==> src/rtl/sitda_pkg.sv <==
`default_nettype none

package sitda_pkg;

	// integer width taken from the low bits of the input word
	localparam int INT_WIDTH = 32;
	localparam int VALUE_W   = 32;
	localparam int CHAR_W    = 6;

	// decimal digits needed for the largest magnitude, ceil(INT_WIDTH * log10(2))
	localparam int NUM_DIGITS = (INT_WIDTH * 30103 + 99999) / 100000;
	localparam int IDX_W      = $clog2(NUM_DIGITS);

	// divide by ten as multiply by reciprocal, exact for every 32-bit magnitude
	localparam int                 RECIP_W = 32;
	localparam logic [RECIP_W-1:0] RECIP   = 32'hCCCC_CCCD;
	localparam int                 RSHIFT  = 35;
	localparam int                 PROD_W  = INT_WIDTH + RECIP_W;

	localparam logic [CHAR_W-1:0] ASCII_ZERO  = 6'd48;
	localparam logic [CHAR_W-1:0] ASCII_MINUS = 6'd45;
	localparam logic [3:0]        DIGIT_BASE  = 4'd10;

	typedef enum logic [2:0] {
		ST_IDLE,
		ST_PREP,
		ST_DIVIDE,
		ST_SIGN,
		ST_DIGITS
	} state_t;

	typedef struct packed {
		logic load;
		logic prep;
		logic divide;
		logic push_sign;
		logic push_digit;
	} dp_cmd_t;

	typedef struct packed {
		logic q_zero;
		logic neg;
		logic idx_zero;
		logic out_free;
	} dp_status_t;

endpackage

`default_nettype wire

==> src/rtl/sitda_ctrl.sv <==
`default_nettype none

module sitda_ctrl (
	input  wire logic                   clk,
	input  wire logic                   arst_n,
	input  wire logic                   num_valid,
	output      logic                   num_ready,
	output      sitda_pkg::dp_cmd_t     cmd,
	input  wire sitda_pkg::dp_status_t  status
);

	sitda_pkg::state_t state_q;
	sitda_pkg::state_t state_d;

	always_ff @(posedge clk or negedge arst_n) begin
		if (!arst_n) begin
			state_q <= sitda_pkg::ST_IDLE;
		end else begin
			state_q <= state_d;
		end
	end

	always_comb begin
		state_d   = state_q;
		cmd       = '0;
		num_ready = 1'b0;
		unique case (state_q)
			sitda_pkg::ST_IDLE: begin
				num_ready = 1'b1;
				if (num_valid) begin
					cmd.load = 1'b1;
					state_d  = sitda_pkg::ST_PREP;
				end
			end
			sitda_pkg::ST_PREP: begin
				cmd.prep = 1'b1;
				state_d  = sitda_pkg::ST_DIVIDE;
			end
			sitda_pkg::ST_DIVIDE: begin
				cmd.divide = 1'b1;
				if (status.q_zero) begin
					state_d = status.neg ? sitda_pkg::ST_SIGN : sitda_pkg::ST_DIGITS;
				end
			end
			sitda_pkg::ST_SIGN: begin
				if (status.out_free) begin
					cmd.push_sign = 1'b1;
					state_d       = sitda_pkg::ST_DIGITS;
				end
			end
			sitda_pkg::ST_DIGITS: begin
				if (status.out_free) begin
					cmd.push_digit = 1'b1;
					if (status.idx_zero) begin
						state_d = sitda_pkg::ST_IDLE;
					end
				end
			end
			default: begin
				state_d = sitda_pkg::ST_IDLE;
			end
		endcase
	end

endmodule

`default_nettype wire
==> config.mk <==
export PLATFORM = sky130hd
export DESIGN_NAME = sitda_ctrl
export DESIGN_NICKNAME = d
export VERILOG_FILES = /design/src/rtl/sitda_pkg.sv /design/src/rtl/sitda_ctrl.sv
export SDC_FILE = /design/constraint.sdc
export NUM_CORES = 1
export LEC_CHECK = 0
export ABC_AREA = 1
export BUFFER_PORTS_ARGS = -buffer_cell sky130_fd_sc_hd__buf_2
export CORE_AREA = 4 4 41 43
export DETAILED_ROUTE_END_ITERATION = 8
export DIE_AREA = 0 0 45 47
export SLEW_MARGIN = 20
export SYNTH_ARGS = -nofsm -noshare
export SYNTH_HDL_FRONTEND = slang
export SYNTH_SLANG_ARGS = --single-unit
==> constraint.sdc <==
create_clock -name clk -period 1.1 [get_ports clk]
set_clock_uncertainty 0.1 [all_clocks]
set_input_delay 0.055 -clock clk [delete_from_list [all_inputs] [get_ports clk]]
set_output_delay 0.055 -clock clk [all_outputs]
set_load 0.005 [all_outputs]
# Yosys cells after proc, flatten, opt, wreduce, memory -nomap -nowiden
# Cells that the tools add are included.
totals:
  regBits: 3
  latch_bits: 0
  mem_bits_rw: 0
  mem_bits_ro: 0
  in_bits: 7
  word_cells: 27
  mem_count: 0
classes:
  n_addsub: 0
  n_mul: 0
  div_mod_pow: 0
  n_lt_le_gt_ge: 0
  eq_ne: 9
  n_shift: 0
  muxes: 15
  n_bitwise: 0
  reduce_logical: 2
ops:
  columns: ["op", "count"]
  rows:
  - ["$mux W3", 6]
  - ["$pmux W3 S5", 1]
  - ["$ne A2 B2 Y1 const B", 5]
  - ["$mux W1", 8]
  - ["$eq A3 B2 Y1 const B", 2]
  - ["$reduce_and A5 Y1", 1]
  - ["$eq A3 B1 Y1 const B", 1]
  - ["$eq A3 B3 Y1 const B", 1]
  - ["$logic_not A3 Y1", 1]

# Depth between registers and ports, before layout
depth:
  word_depth: 3
  mapped_depth: 8
  ltp_nobuf: 8

# Worst setup path after synthesis
# No wires, ideal clock.
synth_timing:
  path_kind: "reg-to-reg"
  start: "reg state_q[0]"
  end: "reg state_q[2]"
  setup_time_ps: 117
  arrival_ps: 996
  required_ps: 883
  slack_ps: -112
  path_stages_with_launch: 7
  path_cell_list: "dfrtp_1 buf_6 nor2_4 nand2_2 or2_4 nand3_1 nand2_1"
synth_via:
  elab_chain_cells: 3
  elab_cells_between_ends: 12
synth_lines:
  columns: ["item", "line", "text"]
  rows:
  - ["start: declaration", "sitda_ctrl.sv:12", "sitda_pkg::state_t state_q;"]
  - ["start signal: assignment", "sitda_ctrl.sv:17", "state_q <= sitda_pkg::ST_IDLE;"]
  - ["start signal: assignment", "sitda_ctrl.sv:19", "state_q <= state_d;"]
  - ["$eq A3 B2 Y1 (tied with other cells)", "sitda_ctrl.sv:27", "unique case (state_q)"]
  - ["$ne A2 B2 Y1 (no line)", null, null]
  - ["$reduce_and A5 Y1 (no line)", null, null]
# Parallel ways exist; a longest one is shown, timed or not.
# A chain may end at the register's enable or synchronous reset.

==> results.json <==
{
  "status": "finished, violations left",
  "violations": "negative setup slack",
  "cp_data_required_time_ns": 0.94,
  "relSlewSlack": 0.8715,
  "fin_crit_sh": 1.181,
  "grt_setup_unrepaired": "true",
  "worst_skew_pair.late_latency_ns": 0.23,
  "wl_um": 889,
  "cp-start-kind": "flip-flop",
  "drtAntennaViolNets": 0,
  "wl_per_cell_um": 9.989,
  "syn_area_sq_um": 289.0,
  "path_max_fanout": 3,
  "p_leak_nw": 0.2978,
  "die_h_um": 47,
  "cts_sinks": 3,
  "dpl_cell_area_sq_um": 401.6,
  "largest_registers": "state_q: 3 flops",
  "hold_viol": 0,
  "top_register": "state_q",
  "synth_cell_type_count": 15,
  "slew_viol_final": 0,
  "viasPerCell": 4.303,
  "max_freq_ghz": 0.7700,
  "antenna_found_initial": 0,
  "worst_slack_ns": -0.1987,
  "port_buffers": 12,
  "maxCapViolations": 0,
  "yosysWarnings": 0,
  "drt-initial-drc-count": 3,
  "finalNetCount": 82,
  "cp_cell_sequence": "nor2_4 -> nand2_2 -> buf_6 -> nor2_1 -> buf_2",
  "ff2ff_setup_slack_ns": -0.18,
  "cts_tree": "yes",
  "fillerInstances": 146,
  "vias": 383,
  "cts_buffers": 3,
  "post-dp-hpwl_um": 630,
  "stdcell_area_sq_um": 553.0,
  "fp.dieW_um": 45,
  "synth.avg_cell_area_sq_um": 6.283,
  "clock_path_buffers": 2,
  "gp_congestion": 0.7184,
  "tightest_slew_ns": 0.1908,
  "synthCells": 46,
  "cts-root-buf": "clkbuf_4",
  "setup_viol": 9,
  "drive_above_1_share": 0.6622,
  "end_kind": "output port",
  "powerDensity_nw_per_um2": 2850,
  "fin_tns_setup_ns": -1.546,
  "grt_pass1_wl_um": 1462,
  "synth.net_count": 53,
  "htreeDepth": 1,
  "fin_crit_ns": 1.299,
  "worstPathArrival_ns": 1.14,
  "largest_reg_flops": 3,
  "firstDrtPassIters": 2,
  "io_pins": 13,
  "ys_seq_elements": 3,
  "yosysSeqAreaShare": 0.2597,
  "rows": 13,
  "fp.dieArea_sq_um": 2115,
  "grt_max_degree": 6,
  "grt_pass1_vias": 406,
  "grtUsageTotal": 0.09486,
  "cp_slowest_cell": "dfrtp_2",
  "path_clk_slew_ns": 0.04,
  "area_growth_pct": 91.34,
  "critical-path-max-stage-delay_ns": 0.43,
  "vdd_ir_drop_max_mv": 1.185,
  "diodes": 0,
  "drc_errors": 0,
  "setup.worst_path.class": "flip-flop to output port",
  "core_sq_um": 1301,
  "initial_core_util": 0.2221,
  "overflow": 0,
  "hp-class": "primary input to asynchronous set/reset pin"
}
-- cells by family (layout without fill, tap and decap cells) --
kind of cell | after synthesis | in the layout | share of synthesized area
AND/OR/NAND/NOR | 31 | 31 | 0.5411
flip-flops | 3 | 3 | 0.2597
AO/OA/AOI/OAI | 4 | 4 | 0.06923
buffers and inverters | 8 | 36 | 0.1298
-- area by class of cell --
type | count | area [sq um] | share of cell area
timing repair buffer | 25 | 177.7 | 0.3213
clock buffer | 4 | 26.28 | 0.04751
sequential | 3 | 78.83 | 0.1425
multi-input combinational | 35 | 222.7 | 0.4027
tap | 15 | 18.77 | 0.03394
inverter | 7 | 28.78 | 0.05204
-- report_power, final --
part | switching, W | internal, W | leakage, nW
Sequential | 0.0000779 | 0.000172 | 0.0348
Clock | 0.0000543 | 0.000136 | 0.0150
Combinational | 0.000554 | 0.000582 | 0.248
-- critical path: cells and delay by family (launching register included) --
family	cells	cell delay, ns
and+or+nand+nor	3	0.26
buffers and inverters	2	0.22
DFF	1	0.43
-- worst paths after layout --
kind / depth (start not counted) / endpoint / startpoint
setup / recovery: 5 / cmd[0] / state_q[0]
hold / removal: 2 / state_q[1] / arst_n
min in group clk: 4 / state_q[2] / status[2]
setup reg to reg: 7 / state_q[2] / state_q[2]
hold reg to reg: 3 / state_q[2] / state_q[2]
max in group asynchronous: 2 / state_q[2] / arst_n
-- layout by cell type, fill, tap and decap left out, types with 2 or more instances in the layout --
cell type and instances:
buf_2 11, buf_4 9, nand3_1 7, nand2_1 7, nand2_2 4, buf_6 4, nor2_4 3, inv_2 3
nor2_2 3, inv_1 3, o21ai_0 3, clkbuf_4 3, dfrtp_2 3, nand3_2 2, nor2_1 2
-- stage by stage --
step                      total power, W  cells  hold slack, ns    util  setup slack, ns
after floorplan                0.0007084     46         -0.3406       -          -0.1123
after global placement         0.0009621     78         -0.2465  0.3087          -0.1501
after detailed placement       0.0009753     78         -0.2449  0.3087          -0.1652
after CTS                       0.001465     89         0.04607  0.3990          -0.1967
after global routing            0.001724     89         0.05048  0.4250          -0.2567
final                           0.001576     89         0.04849  0.4250          -0.1987
-- cell usage after synthesis, drive strengths merged --
library cell,count,share of area
a21oi,1,0.017
buf,1,0.039
dfrtp,3,0.26
inv,7,0.091
nand2,12,0.16
nand3,9,0.17
nor2,8,0.16
nor3,1,0.017
o21ai,3,0.052
or2,1,0.030
-- metal layers --
layer	part of all wire	global-route usage	vias up
li1	-	-	201
met1	0.38	0.09567	170
met2	0.56	0.1836	12
met3	0.063	0.02682	0
met4	0	0.03509	0
met5	0	0	-
-- repair_timing --
action | 4_1_cts | 5_1_grt
setup buffers | 6 | 0
pin swaps | 4 | 3
endpoints found under the hold margin | 3 | 0
setup endpoints to repair | 9 | 9
gates resized for setup | 13 | 8
gates cloned | 0 | 0
hold buffers | 1 | 0
(Power assumes the default switching activity.)
